--- src/sv/ecp_pkg.sv ---
// shared constants, types and microprogram for the easing curve progress unit
`default_nettype none

package ecp_pkg;

	// fixed point format of the easing path
	localparam int FRAC_BITS = 16;
	localparam int PROG_W    = FRAC_BITS + 1;
	localparam int VAL_W     = PROG_W + 1;
	localparam int CNT_W     = $clog2(FRAC_BITS);

	localparam logic [VAL_W-1:0]  ONE_V   = VAL_W'(1) << FRAC_BITS;
	localparam logic [VAL_W-1:0]  THREE_V = ONE_V + (ONE_V << 1);
	localparam logic [PROG_W-1:0] ONE_P   = ONE_V[PROG_W-1:0];

	// field and register widths
	localparam int REQ_W      = 2;
	localparam int TIME_W     = 32;
	localparam int DUR_MS_W   = 20;
	localparam int DUR_US_W   = 30;
	localparam int MODE_W     = 4;
	localparam int CFG_IDX_W  = 1;
	localparam int CFG_DATA_W = DUR_MS_W;

	localparam logic [DUR_MS_W-1:0] DUR_MS_RESET = DUR_MS_W'(1000);
	localparam logic [DUR_US_W-1:0] US_PER_MS    = DUR_US_W'(1000);

	// request codes
	localparam logic [REQ_W-1:0] REQ_UPDATE  = 2'd0;
	localparam logic [REQ_W-1:0] REQ_RESTART = 2'd1;
	localparam logic [REQ_W-1:0] REQ_STOP    = 2'd2;

	// configuration register indexes
	localparam logic [CFG_IDX_W-1:0] CFG_DURATION = 1'b0;
	localparam logic [CFG_IDX_W-1:0] CFG_CURVE    = 1'b1;

	// curve codes
	localparam logic [MODE_W-1:0] CURVE_LINEAR      = 4'd0;
	localparam logic [MODE_W-1:0] CURVE_QUAD_IN     = 4'd1;
	localparam logic [MODE_W-1:0] CURVE_QUAD_OUT    = 4'd2;
	localparam logic [MODE_W-1:0] CURVE_QUAD_INOUT  = 4'd3;
	localparam logic [MODE_W-1:0] CURVE_CUBIC_IN    = 4'd4;
	localparam logic [MODE_W-1:0] CURVE_CUBIC_OUT   = 4'd5;
	localparam logic [MODE_W-1:0] CURVE_CUBIC_INOUT = 4'd6;
	localparam logic [MODE_W-1:0] CURVE_QUINT_IN    = 4'd7;
	localparam logic [MODE_W-1:0] CURVE_QUINT_OUT   = 4'd8;
	localparam logic [MODE_W-1:0] CURVE_QUINT_INOUT = 4'd9;
	localparam logic [MODE_W-1:0] CURVE_SMOOTH     = 4'd10;

	// micro-operations
	localparam int OP_W = 3;
	localparam logic [OP_W-1:0] OP_IDLE  = 3'd0;
	localparam logic [OP_W-1:0] OP_CHECK = 3'd1;
	localparam logic [OP_W-1:0] OP_DIV   = 3'd2;
	localparam logic [OP_W-1:0] OP_SETUP = 3'd3;
	localparam logic [OP_W-1:0] OP_MUL   = 3'd4;
	localparam logic [OP_W-1:0] OP_POST  = 3'd5;

	// jump conditions
	localparam int COND_W = 3;
	localparam logic [COND_W-1:0] COND_ALWAYS  = 3'd0;
	localparam logic [COND_W-1:0] COND_IDLE    = 3'd1;
	localparam logic [COND_W-1:0] COND_TIMEOUT = 3'd2;
	localparam logic [COND_W-1:0] COND_CNT_NZ  = 3'd3;
	localparam logic [COND_W-1:0] COND_NOMUL   = 3'd4;

	// program addresses
	localparam int PC_W = 3;
	localparam logic [PC_W-1:0] ST_WAIT  = 3'd0;
	localparam logic [PC_W-1:0] ST_CHECK = 3'd1;
	localparam logic [PC_W-1:0] ST_DIV   = 3'd2;
	localparam logic [PC_W-1:0] ST_SETUP = 3'd3;
	localparam logic [PC_W-1:0] ST_MUL   = 3'd4;
	localparam logic [PC_W-1:0] ST_POST  = 3'd5;

	typedef struct packed {
		logic [OP_W-1:0]   op;
		logic [COND_W-1:0] cond;
		logic [PC_W-1:0]   target;
	} uword_t;

	typedef struct packed {
		logic [OP_W-1:0] op;
		logic            load;
	} dp_ctl_t;

	typedef struct packed {
		logic timeout;
		logic cnt_nz;
		logic nomul;
	} dp_stat_t;

	// control store: jump to target when the condition holds, else fall through
	function automatic uword_t ucode(input logic [PC_W-1:0] pc);
		uword_t w;
		unique case (pc)
			ST_WAIT:  w = '{op: OP_IDLE,  cond: COND_IDLE,    target: ST_WAIT};
			ST_CHECK: w = '{op: OP_CHECK, cond: COND_TIMEOUT, target: ST_WAIT};
			ST_DIV:   w = '{op: OP_DIV,   cond: COND_CNT_NZ,  target: ST_DIV};
			ST_SETUP: w = '{op: OP_SETUP, cond: COND_NOMUL,   target: ST_POST};
			ST_MUL:   w = '{op: OP_MUL,   cond: COND_CNT_NZ,  target: ST_MUL};
			ST_POST:  w = '{op: OP_POST,  cond: COND_ALWAYS,  target: ST_WAIT};
			default:  w = '{op: OP_IDLE,  cond: COND_ALWAYS,  target: ST_WAIT};
		endcase
		return w;
	endfunction

endpackage

`default_nettype wire

--- src/sv/ecp_if.sv ---
// request and result stream interfaces of the easing curve progress unit
`default_nettype none

interface ecp_req_if;
	import ecp_pkg::*;
	logic              valid;
	logic              ready;
	logic [REQ_W-1:0]  req_type;
	logic [TIME_W-1:0] now_us;

	modport source (output valid, output req_type, output now_us, input ready);
	modport sink (input valid, input req_type, input now_us, output ready);
endinterface

interface ecp_res_if;
	import ecp_pkg::*;
	logic              valid;
	logic              ready;
	logic              value_valid;
	logic [PROG_W-1:0] progress;
	logic              done_res;

	modport source (output valid, output value_valid, output progress, output done_res,
		input ready);
	modport sink (input valid, input value_valid, input progress, input done_res,
		output ready);
endinterface

`default_nettype wire

--- src/sv/ecp_datapath.sv ---
// datapath: elapsed time, radix-2 divider, shared multiplier and curve post-processing
`default_nettype none

module ecp_datapath (
	input  logic                           clk,
	input  ecp_pkg::dp_ctl_t               ctl,
	input  logic [ecp_pkg::TIME_W-1:0]     now_us,
	input  logic [ecp_pkg::TIME_W-1:0]     start_time,
	input  logic [ecp_pkg::DUR_MS_W-1:0]   duration_ms,
	input  logic [ecp_pkg::MODE_W-1:0]     curve_mode,
	output ecp_pkg::dp_stat_t              stat,
	output logic [ecp_pkg::PROG_W-1:0]     result
);
	import ecp_pkg::*;

	localparam int POST_W = 3;
	localparam logic [POST_W-1:0] POST_PASS     = 3'd0;
	localparam logic [POST_W-1:0] POST_HALF     = 3'd1;
	localparam logic [POST_W-1:0] POST_ONE_MIN  = 3'd2;
	localparam logic [POST_W-1:0] POST_ONE_HALF = 3'd3;
	localparam logic [POST_W-1:0] POST_TWO_HALF = 3'd4;

	logic [TIME_W-1:0]   elapsed_q;
	logic [DUR_US_W-1:0] dur_q;
	logic [DUR_US_W-1:0] rem_q;
	logic [PROG_W-1:0]   quo_q;
	logic [VAL_W-1:0]    acc_q;
	logic [VAL_W-1:0]    opnd_q;
	logic [VAL_W-1:0]    sec_q;
	logic [CNT_W-1:0]    cnt_q;
	logic [POST_W-1:0]   post_q;

	logic [DUR_US_W-1:0] dur_us;
	logic                eq;
	logic [DUR_US_W:0]   rem_sh;
	logic [DUR_US_W:0]   rem_sub;
	logic                ge;

	logic [VAL_W-1:0]    x;
	logic [VAL_W-1:0]    t;
	logic                lo;
	logic [VAL_W-1:0]    su_base;
	logic [VAL_W-1:0]    su_opnd;
	logic [VAL_W-1:0]    su_sec;
	logic [2:0]          su_nmul;
	logic [POST_W-1:0]   su_post;

	logic [2*VAL_W-1:0]  prod;
	logic [VAL_W:0]      post_v;

	assign dur_us  = DUR_US_W'(duration_ms) * US_PER_MS;
	assign eq      = elapsed_q == TIME_W'(dur_q);
	assign rem_sh  = {rem_q, 1'b0};
	assign rem_sub = rem_sh - {1'b0, dur_q};
	assign ge      = rem_sh >= {1'b0, dur_q};
	assign prod    = acc_q * opnd_q;

	assign stat.timeout = (dur_q == '0) || (elapsed_q > TIME_W'(dur_q));
	assign stat.cnt_nz  = cnt_q != '0;
	assign stat.nomul   = su_nmul == 3'd0;

	// curve setup: base value, multiplier operands, multiply count, final fix-up
	assign x  = VAL_W'(quo_q);
	assign t  = {quo_q, 1'b0};
	assign lo = t < ONE_V;

	always_comb begin
		su_base = x;
		su_opnd = x;
		su_sec  = x;
		su_nmul = 3'd0;
		su_post = POST_PASS;
		unique case (curve_mode)
			CURVE_QUAD_IN: begin
				su_nmul = 3'd1;
			end
			CURVE_QUAD_OUT: begin
				su_opnd = (ONE_V << 1) - x;
				su_nmul = 3'd1;
			end
			CURVE_QUAD_INOUT: begin
				su_nmul = 3'd1;
				if (lo) begin
					su_base = t;
					su_opnd = t;
					su_post = POST_HALF;
				end else begin
					su_base = t - ONE_V;
					su_opnd = THREE_V - t;
					su_post = POST_ONE_HALF;
				end
				su_sec = su_opnd;
			end
			CURVE_CUBIC_IN, CURVE_QUINT_IN: begin
				su_nmul = (curve_mode == CURVE_CUBIC_IN) ? 3'd2 : 3'd4;
			end
			CURVE_CUBIC_OUT, CURVE_QUINT_OUT: begin
				su_base = ONE_V - x;
				su_opnd = su_base;
				su_sec  = su_base;
				su_nmul = (curve_mode == CURVE_CUBIC_OUT) ? 3'd2 : 3'd4;
				su_post = POST_ONE_MIN;
			end
			CURVE_CUBIC_INOUT, CURVE_QUINT_INOUT: begin
				su_nmul = (curve_mode == CURVE_CUBIC_INOUT) ? 3'd2 : 3'd4;
				if (lo) begin
					su_base = t;
					su_post = POST_HALF;
				end else begin
					su_base = (ONE_V << 1) - t;
					su_post = POST_TWO_HALF;
				end
				su_opnd = su_base;
				su_sec  = su_base;
			end
			CURVE_SMOOTH: begin
				su_sec  = THREE_V - t;
				su_nmul = 3'd2;
			end
			default: begin
				su_nmul = 3'd0;
			end
		endcase
	end

	always_ff @(posedge clk) begin
		unique case (ctl.op)
			OP_IDLE: begin
				if (ctl.load) begin
					elapsed_q <= now_us - start_time;
					dur_q     <= dur_us;
				end
			end
			OP_CHECK: begin
				rem_q <= eq ? '0 : elapsed_q[DUR_US_W-1:0];
				quo_q <= PROG_W'(eq);
				cnt_q <= CNT_W'(FRAC_BITS - 1);
			end
			OP_DIV: begin
				rem_q <= ge ? rem_sub[DUR_US_W-1:0] : rem_sh[DUR_US_W-1:0];
				quo_q <= {quo_q[PROG_W-2:0], ge};
				cnt_q <= cnt_q - 1'b1;
			end
			OP_SETUP: begin
				acc_q  <= su_base;
				opnd_q <= su_opnd;
				sec_q  <= su_sec;
				cnt_q  <= CNT_W'(su_nmul - 3'd1);
				post_q <= su_post;
			end
			OP_MUL: begin
				acc_q  <= prod[FRAC_BITS +: VAL_W];
				opnd_q <= sec_q;
				cnt_q  <= cnt_q - 1'b1;
			end
			default: begin
			end
		endcase
	end

	always_comb begin
		case (post_q)
			POST_HALF:     post_v = {2'b0, acc_q[VAL_W-1:1]};
			POST_ONE_MIN:  post_v = {1'b0, ONE_V - acc_q};
			POST_ONE_HALF: post_v = ({1'b0, ONE_V} + {1'b0, acc_q}) >> 1;
			POST_TWO_HALF: post_v = ({1'b0, ONE_V << 1} - {1'b0, acc_q}) >> 1;
			default:       post_v = {1'b0, acc_q};
		endcase
	end

	assign result = (post_v > {1'b0, ONE_V}) ? ONE_P : post_v[PROG_W-1:0];

endmodule

`default_nettype wire

--- src/sv/easing_curve_progress_unit.sv ---
// top level of the easing curve progress unit: microsequencer, state and result register
//
// usage
//   req channel: one transfer per request (req_type: update, restart, stop; now_us
//   timestamp). res channel: exactly one transfer per request with value_valid,
//   progress (Q1.16, 65536 = 1.0) and done_res.
//   configuration: cfg_we with cfg_idx selects duration_ms (index 0) or curve_mode
//   (index 1); write only while no request is in flight.
// sequencing
//   restart, stop, and update while done: result registered at the accept edge,
//   a new request can follow in the next cycle if the result is taken in that cycle.
//   update that times out: answered from the compare step. other updates walk a
//   microprogram: one compare step, 16 divider steps (one quotient bit per step),
//   one setup step, 0 to 4 steps of the single shared 18x18 multiplier and one
//   post step, during which no request is taken.
// reset
//   duration 1000 ms, linear curve, start time 0, not done, result register empty.
// stall
//   the result register holds until taken; a request is accepted only while it is
//   empty or being drained in the same cycle.
`default_nettype none

module easing_curve_progress_unit (
	input  logic                               clk,
	input  logic                               arst_n,
	ecp_req_if.sink                            req,
	ecp_res_if.source                          res,
	input  logic                               cfg_we,
	input  logic [ecp_pkg::CFG_IDX_W-1:0]      cfg_idx,
	input  logic [ecp_pkg::CFG_DATA_W-1:0]     cfg_wdata
);
	import ecp_pkg::*;

	// sequencer and architectural state
	logic [PC_W-1:0]     pc_q;
	logic [DUR_MS_W-1:0] dur_ms_q;
	logic [MODE_W-1:0]   mode_q;
	logic [TIME_W-1:0]   start_q;
	logic                fin_q;

	// result register
	logic                out_v_q;
	logic                out_vv_q;
	logic [PROG_W-1:0]   out_prog_q;
	logic                out_done_q;

	uword_t              uw;
	dp_ctl_t             ctl;
	dp_stat_t            stat;
	logic [PROG_W-1:0]   dp_result;

	logic                rdy;
	logic                fire;
	logic                go;
	logic                jump;
	logic                tmo_now;

	logic                ld;
	logic                ld_vv;
	logic [PROG_W-1:0]   ld_prog;
	logic                ld_done;

	assign uw = ucode(pc_q);

	// take a request only at the wait step with room in the result register
	assign rdy  = (pc_q == ST_WAIT) && (!out_v_q || res.ready);
	assign fire = req.valid && rdy;
	// an update on a running animation is the only request that needs the datapath
	assign go   = fire && (req.req_type == REQ_UPDATE) && !fin_q;

	assign tmo_now = (uw.op == OP_CHECK) && stat.timeout;

	always_comb begin
		case (uw.cond)
			COND_ALWAYS:  jump = 1'b1;
			COND_IDLE:    jump = !go;
			COND_TIMEOUT: jump = stat.timeout;
			COND_CNT_NZ:  jump = stat.cnt_nz;
			COND_NOMUL:   jump = stat.nomul;
			default:      jump = 1'b0;
		endcase
	end

	assign ctl.op   = uw.op;
	assign ctl.load = go;

	ecp_datapath u_dp (
		.clk         (clk),
		.ctl         (ctl),
		.now_us      (req.now_us),
		.start_time  (start_q),
		.duration_ms (dur_ms_q),
		.curve_mode  (mode_q),
		.stat        (stat),
		.result      (dp_result)
	);

	// result register load: immediate answers, timeouts and finished curves
	always_comb begin
		ld      = 1'b0;
		ld_vv   = 1'b0;
		ld_prog = '0;
		ld_done = fin_q;
		if (fire && !go) begin
			ld = 1'b1;
			if (req.req_type == REQ_RESTART) begin
				ld_done = 1'b0;
			end else if (req.req_type == REQ_STOP) begin
				ld_done = 1'b1;
			end
		end else if (tmo_now) begin
			ld      = 1'b1;
			ld_vv   = 1'b1;
			ld_prog = ONE_P;
			ld_done = 1'b1;
		end else if (uw.op == OP_POST) begin
			ld      = 1'b1;
			ld_vv   = 1'b1;
			ld_prog = dp_result;
		end
	end

	always_ff @(posedge clk or negedge arst_n) begin
		if (!arst_n) begin
			pc_q     <= ST_WAIT;
			dur_ms_q <= DUR_MS_RESET;
			mode_q   <= CURVE_LINEAR;
			start_q  <= '0;
			fin_q    <= 1'b0;
			out_v_q  <= 1'b0;
		end else begin
			pc_q <= jump ? uw.target : pc_q + 1'b1;

			if (cfg_we) begin
				if (cfg_idx == CFG_DURATION) begin
					dur_ms_q <= cfg_wdata[DUR_MS_W-1:0];
				end else if (cfg_idx == CFG_CURVE) begin
					mode_q <= cfg_wdata[MODE_W-1:0];
				end
			end

			// restart latches the start time, stop and timeout mark the animation done
			if (fire && (req.req_type == REQ_RESTART)) begin
				start_q <= req.now_us;
				fin_q   <= 1'b0;
			end else if ((fire && (req.req_type == REQ_STOP)) || tmo_now) begin
				fin_q <= 1'b1;
			end

			if (ld) begin
				out_v_q <= 1'b1;
			end else if (res.ready) begin
				out_v_q <= 1'b0;
			end
		end
	end

	always_ff @(posedge clk) begin
		if (ld) begin
			out_vv_q   <= ld_vv;
			out_prog_q <= ld_prog;
			out_done_q <= ld_done;
		end
	end

	assign req.ready       = rdy;
	assign res.valid       = out_v_q;
	assign res.value_valid = out_vv_q;
	assign res.progress    = out_prog_q;
	assign res.done_res    = out_done_q;

endmodule

`default_nettype wire

--- src/flat_wrapper.sv ---
// flat-port wrapper written by rule: the top's interface ports become plain ports
module easing_curve_progress_unit_flat import ecp_pkg::*;
  (clk, arst_n, cfg_we, cfg_idx, cfg_wdata, req_valid, req_req_type, req_now_us, req_ready, res_valid, res_value_valid, res_progress, res_done_res, res_ready);
  ecp_req_if req_i ();
  ecp_res_if res_i ();
  input  logic clk;
  input  logic arst_n;
  input  logic cfg_we;
  input  logic [ecp_pkg::CFG_IDX_W-1:0] cfg_idx;
  input  logic [ecp_pkg::CFG_DATA_W-1:0] cfg_wdata;
  input wire logic [$bits(req_i.valid)-1:0] req_valid;
  input wire logic [$bits(req_i.req_type)-1:0] req_req_type;
  input wire logic [$bits(req_i.now_us)-1:0] req_now_us;
  output wire logic [$bits(req_i.ready)-1:0] req_ready;
  output wire logic [$bits(res_i.valid)-1:0] res_valid;
  output wire logic [$bits(res_i.value_valid)-1:0] res_value_valid;
  output wire logic [$bits(res_i.progress)-1:0] res_progress;
  output wire logic [$bits(res_i.done_res)-1:0] res_done_res;
  input wire logic [$bits(res_i.ready)-1:0] res_ready;
  assign req_i.valid = req_valid;
  assign req_i.req_type = req_req_type;
  assign req_i.now_us = req_now_us;
  assign req_ready = req_i.ready;
  assign res_valid = res_i.valid;
  assign res_value_valid = res_i.value_valid;
  assign res_progress = res_i.progress;
  assign res_done_res = res_i.done_res;
  assign res_i.ready = res_ready;
  easing_curve_progress_unit u_core (.clk(clk), .arst_n(arst_n), .req(req_i), .res(res_i), .cfg_we(cfg_we), .cfg_idx(cfg_idx), .cfg_wdata(cfg_wdata));
endmodule
--- config.mk ---
export PLATFORM = sky130hd
export DESIGN_NAME = easing_curve_progress_unit_flat
export DESIGN_NICKNAME = d
export VERILOG_FILES = /design/src/sv/ecp_pkg.sv /design/src/sv/ecp_if.sv /design/src/sv/ecp_datapath.sv /design/src/sv/easing_curve_progress_unit.sv /design/src/flat_wrapper.sv
export SDC_FILE = /design/constraint.sdc
export NUM_CORES = 2
export LEC_CHECK = 0
export BUFFER_PORTS_ARGS = -buffer_cell sky130_fd_sc_hd__buf_4
export CORE_ASPECT_RATIO = 0.9
export CORE_MARGIN = 8
export CORE_UTILIZATION = 45
export CTS_CLUSTER_SIZE = 16
export DETAILED_ROUTE_END_ITERATION = 8
export PLACE_DENSITY = 0.63
export SLEW_MARGIN = 20
export SYNTH_ARGS = -nofsm -noshare
export SYNTH_HDL_FRONTEND = slang
export SYNTH_SLANG_ARGS = --single-unit
--- constraint.sdc ---
create_clock -name clk -period 5.8 [get_ports clk]
set_input_delay 0.87 -clock clk [delete_from_list [all_inputs] [get_ports clk]]
set_output_delay 0.87 -clock clk [all_outputs]
set_load 0.005 [all_outputs]
# ---- Yosys cells after proc, flatten, opt, wreduce, memory -nomap -nowiden
# Cells that the tools add are included.
dict set report word_totals {
  in_bits 60
  latch_bits 0
  elab_cells 144
  n_memories 0
  output_inout_bits 21
  rom_bits 0
  ramBits 0
  register_bits 247
}
dict set report classes {
  reduce_logical 35
  shifts 0
  muxes 38
  multipliers 2
  n_lt_le_gt_ge 4
  n_div 0
  eq_ne 31
  n_addsub 13
  bitwise 2
}
# cell n
set ops {}
lappend ops {{$pmux W18 S4} 3}
lappend ops {{$pmux W18 S2} 2}
lappend ops {{$mux W30} 2}
lappend ops {{$pmux W30 S2} 1}
lappend ops {{$mux W18} 3}
lappend ops {{$pmux W18 S3} 1}
lappend ops {{$pmux W9 S6} 1}
lappend ops {{$mux W17} 3}
lappend ops {{$sub A18 B18 Y18 const A} 2}
lappend ops {{$mul A18 B18 Y34} 1}
lappend ops {{$pmux W17 S2} 1}
lappend ops {{$eq A32 B30 Y1} 1}
lappend ops {{$gt A32 B30 Y1} 1}
lappend ops {{$sub A32 B32 Y32} 1}
lappend ops {{$ge A31 B30 Y1} 1}
lappend ops {{$logic_not A30 Y1} 1}
lappend ops {{$sub A30 B30 Y30} 1}
lappend ops {{$mul A20 B7 Y27 const B} 1}
lappend ops {{$eq A3 B2 Y1 const B} 8}
lappend ops {{$add A17 B18 Y19 const A} 1}
lappend ops {{$gt A19 B17 Y1 const B} 1}
lappend ops {{$sub A18 B18 Y19 const A} 1}
lappend ops {{$eq A3 B3 Y1 const B} 6}
lappend ops {{$lt A18 B17 Y1 const B} 1}
lappend ops {{34 further kinds} 80}

# ---- Longest topological paths before layout
dict set report logic_depth {
  depth_word 10
  ltp_mapped 25
  mapped_depth_nobuf 23
}

# ---- Cells and area by module
# Synthesis repeated with hierarchy kept, for this count alone.
dict set report hier_totals {
  hier_cells 3110
  area_unflattened_um2 29159.2
}
# mod cells_per_inst instances seq_area_each_um2 area_per_inst_um2
set by_module_without_submodules {}
lappend by_module_without_submodules {ecp_datapath 2882 1 5014.8 25843.5}
lappend by_module_without_submodules {easing_curve_progress_unit 228 1 2104.5 3315.7}

# ---- Least setup slack after synthesis
# No wires, ideal clock.
dict set report synth_timing {
  kind {register -> register}
  from {register u_core.u_dp.acc_q[2]}
  to {register u_core.u_dp.acc_q[13], data pin}
  path_stages_with_launch 23
  path_slack_ns -0.575
  t_arrival_ns 6.105
  synth_period_minus_slack_ns 6.375
  setup_time_ns 0.270
  path_buffers 3
  cell_sequence {edfxtp_1 clkbuf_1 clkbuf_1 clkbuf_1 nand2_1 fa_1 fa_1 inv_1 fa_1 fa_1 fa_1 inv_1 fa_1 inv_1 ha_1 a211oi_1 o21ai_0 a221oi_1 o22ai_1 or3_1 a21oi_1 xor2_1 a21oi_1}
}
dict set report synth_via {
  elab_chain_len 2
}
# item line
set synth_rtl {}
lappend synth_rtl {{from (decl)} ecp_datapath.sv:27} ;# logic [VAL_W-1:0] acc_q;
lappend synth_rtl {{from (signal assigned)} ecp_datapath.sv:145} ;# acc_q <= su_base;
lappend synth_rtl {{from (signal assigned)} ecp_datapath.sv:152} ;# acc_q <= prod[FRAC_BITS +: VAL_W];
lappend synth_rtl {{$mul A18 B18 Y34} ecp_datapath.sv:56} ;# assign prod = acc_q * opnd_q;
lappend synth_rtl {{$pmux W18 S2} ecp_datapath.sv:127} ;# unique case (ctl.op)
# No other way between the ends.
# A chain may end at the register's enable or synchronous reset.

# ---- Worst setup path in the final report
dict set report layout_timing {
  from {register u_core.u_dp.opnd_q[8]}
  to {register u_core.u_dp.acc_q[7], data pin}
}
dict set report layout_via {
  elab_chain_len 2
}
# item line
set layout_rtl {}
lappend layout_rtl {{from (decl)} ecp_datapath.sv:28} ;# logic [VAL_W-1:0] opnd_q;
lappend layout_rtl {{from (signal assigned)} ecp_datapath.sv:146} ;# opnd_q <= su_opnd;
lappend layout_rtl {{from (signal assigned)} ecp_datapath.sv:153} ;# opnd_q <= sec_q;
lappend layout_rtl {{$mul A18 B18 Y34} ecp_datapath.sv:56}
lappend layout_rtl {{$pmux W18 S2} ecp_datapath.sv:127}
# No other way between the ends.

==> summary.txt <==
Worst setup path
  • R2R setup slack: -0.39 ns
  • Slowest-stage cell, CP: fa_2
  • Crit-path cells: buf_6 -> buf_6 -> and2_4 -> fa_1 -> inv_2 -> fa_2 -> fa_1 -> fa_1 -> inv_1 -> fa_1 -> inv_1 -> fa_1 -> inv_2 -> ha_4 -> a21o_1 -> a221oi_4 -> o21ai_2 -> nand2_2 -> o31ai_2 -> a211o_1 -> a21oi_2 -> xor2_1 -> a21oi_2
  • Critical Path Fanout Max: 3
  • Crit path arrival time: roughly 6.5 ns
  • Critical path class: flop to flop
  • Most used cell, CP: fa_1
  • Critical Path RT: roughly 6.1 ns
  • Crit end category: flop
  • Worst r2r path cells: 23
  • Largest stage delay, worst path: ~0.53 ns
  • Critical Path Source Type: flop

Yosys
  • Cell Area, Synth: between 20000 and 30000 um^2
  • Main synth FF type: edfxtp_1
  • Async set-or-reset flop fraction in the synthesized netlist: 0.247
  • Syn_area_per_cell: 9.28 um^2
  • Synth cell types: 91
  • Synthesized flop and latch total: about 250
  • Post-Syn Nets: between 3000 and 4000
  • Number of synthesized flops with an enable pin: between 150 and 200
  • Sequential area share after synthesis: 0.246
  • Synth warn: 0
  • Syn Inst Count: roughly 3100

Place
  • Placer Congestion: around 0.9
  • DP HPWL: roughly 60000 um
  • Dpl ws: -0.685 ns
  • Area after DPL: 31600 um^2
  • PortBufs: 80

Cells and area
  • Antenna Cells: 0
  • Post-layout util: 0.525
  • Final Cell Area: ~34000 um^2
  • Nets: between 3000 and 4000
  • Share of cells above drive strength 1: 0.168
  • Area grow syn2layout: 15.9%

Route
  • DRC Markers: 0
  • Vias per inst: 5.51
  • Drt initial violations: approximately 1500
  • Wire per inst: 18.3 um
  • DRT Pass-1 Iters: 5
  • Final antenna-violating net count: 0
  • Post-Route WL: approximately 77000 um
  • Routed vias: around 23000

Floorplanning
  • Die width: about 280 um
  • Starting density of the core: 0.453
  • I/O pins: 81
  • FP Rows: approximately 90
  • Die ar.: around 73000 um^2
  • Core box area: 64000 um^2
  • Chip height: about 260 um

Timing
  • Setup Viol. Count Final: 17
  • Max Clk Rate: roughly 0.16 GHz
  • Final Critical Period: slightly above 6 ns
  • Fin crit share: 1.07
  • Final Max Tran Viols: 0
  • Setup TNS: -3.22 ns
  • Worst-margin pin slew: between 1 and 1.5 ns
  • Setup ws final: -0.387 ns
  • Skew final: roughly 0.013 ns
  • Final hold viol count: 0
  • Slew HR: 0.272
  • RSZ-0062 raised after global routing: true

Global route
  • Initial antenna violation count: 0
  • Largest net degree at the start of global routing: 64
  • Total grt overflow: 0
  • First-pass GRT wire length: around 130000 um
  • GRT Overall Usage: 0.206
  • Vias in the first global route: about 24000

Clock network
  • Worst-path clk slew: approximately 0.06 ns
  • Clk_lat worst skew: 0.60 ns
  • H-Tree Depth: 1
  • CTS tree: done
  • Root buf cell: clkbuf_16
  • Clock Path Buffers: 3
  • TritonCTS Buffers: 31
  • Clk sinks: around 250

Worst hold path
  • Worst Hold Class: input pin to asynchronous set/reset pin

Outcome
  • Failing checks: negative setup slack
  • Status: finished with violations

Flow run
  • Maxcap violations: 0
worst max-delay path: cells and delay by family (launching register included):
| kind | cells | cell delay [ns] |
|---|---|---|
| simple gates | 2 | 0.27 |
| compound gates | 7 | 1.39 |
| buf+inv | 6 | 0.46 |
| fa+ha+maj | 7 | 3.12 |
| flops | 1 | 0.45 |
| xor+xnor | 1 | 0.20 |
logic make-up after synthesis:
kind of cell    synth area share
mux                       0.0195
xor+xnor                  0.0405
flops                      0.246
buf+inv                   0.0761
compound gates             0.130
fa+ha+maj                  0.333
simple gates               0.156
sequential cells by signal, summed over array words and instances, names as in the netlist, 4 cells and up:
name and cells:
u_core.dur_ms_q 20, u_core.mode_q 4, u_core.res.progress 17, u_core.start_q 32
u_core.u_dp.acc_q 18, u_core.u_dp.cnt_q 4, u_core.u_dp.dur_q 27, u_core.u_dp.elapsed_q 32
u_core.u_dp.opnd_q 18, u_core.u_dp.quo_q 17, u_core.u_dp.rem_q 30, u_core.u_dp.sec_q 18
final timing paths:
check	to	startpoint
max in group asynchronous	u_core.mode_q[0]	arst_n
max reg2reg	u_core.u_dp.acc_q[7]	u_core.u_dp.opnd_q[8]
min reg2reg	u_core.start_q[0]	u_core.start_q[0]
max	u_core.u_dp.acc_q[7]	u_core.u_dp.opnd_q[8]
min in group clk	u_core.dur_ms_q[18]	cfg_wdata[18]
min	u_core.start_q[15]	arst_n
routing by layer:
metal,GRT usage,part of all wire,wire length (um)
met3,0.0233,0.046,3540
met1,0.272,0.43,33300
met4,0.0675,0.032,2490
met5,0,0,0
met2,0.352,0.49,37400
area by class of cell:
cell class	count	area (um^2)
clock buffers	33	783
clock inverters	24	240
fillers	5758	30400
inverters	429	1610
multi-input cells	2300	20300
flip-flops and latches	247	7120
well taps	855	1070
repair buffers	293	2450
Yosys cell counts (8+ instances only):
cell / count / share of area
inv_1: 428 / 0.055
nand2_1: 372 / 0.048
fa_1: 325 / 0.22
ha_1: 252 / 0.11
edfxtp_1: 186 / 0.19
o21ai_0: 178 / 0.031
nor2_1: 161 / 0.021
a21oi_1: 157 / 0.027
and2_1: 155 / 0.033
clkbuf_1: 134 / 0.017
xnor2_1: 89 / 0.027
nor3_1: 56 / 0.0097
dfrtp_1: 55 / 0.047
nand3_1: 48 / 0.0083
a21o_1: 45 / 0.012
xor2_1: 45 / 0.014
mux2_2: 28 / 0.011
mux2i_1: 25 / 0.0086
nand2b_1: 20 / 0.0043
nor2b_1: 19 / 0.0041
o21a_1: 19 / 0.0049
a31oi_1: 18 / 0.0039
and3_1: 17 / 0.0037
a211oi_1: 16 / 0.0041
nor4_1: 16 / 0.0035
o22ai_1: 16 / 0.0035
a221oi_1: 15 / 0.0045
nand4_1: 15 / 0.0032
or2_2: 14 / 0.0030
o211ai_1: 13 / 0.0034
o31ai_1: 12 / 0.0031
or3_1: 11 / 0.0024
a22oi_1: 10 / 0.0026
a32oi_1: 10 / 0.0030
o21ai_1: 8 / 0.0014
o21bai_1: 8 / 0.0021
per-stage QoR:
stage          cells  hold slack (ns)
2_1_floorplan   3124            0.485
3_3_place_gp    4074            0.495
3_5_place_dp    4074            0.502
4_1_cts         4161            0.377
5_1_grt         4181            0.429
6_report        4181            0.369
layout by cell type, fill, tap and decap left out, types with 31 or more instances in the layout:
master / count
xnor2_1: 84
fa_1: 308
and2_1: 134
a21o_1: 45
nor2_1: 156
edfxtp_1: 186
nand2_1: 363
dfrtp_1: 55
clkbuf_16: 31
nand3_1: 45
nor3_1: 49
ha_1: 235
a21oi_1: 144
o21ai_0: 170
inv_1: 400
buf_4: 253
xor2_1: 42
timing repair:
item	in CTS	in global routing
resized for setup	71	92
cloned	1	0
buffers inserted	29	23
hold buffers	0	0
setup endpoints to repair	18	18
pin swaps	83	100
Power is left out: the tool's default activity adds up to more than one toggle a clock period on the data nets, which glitch-free logic cannot reach.
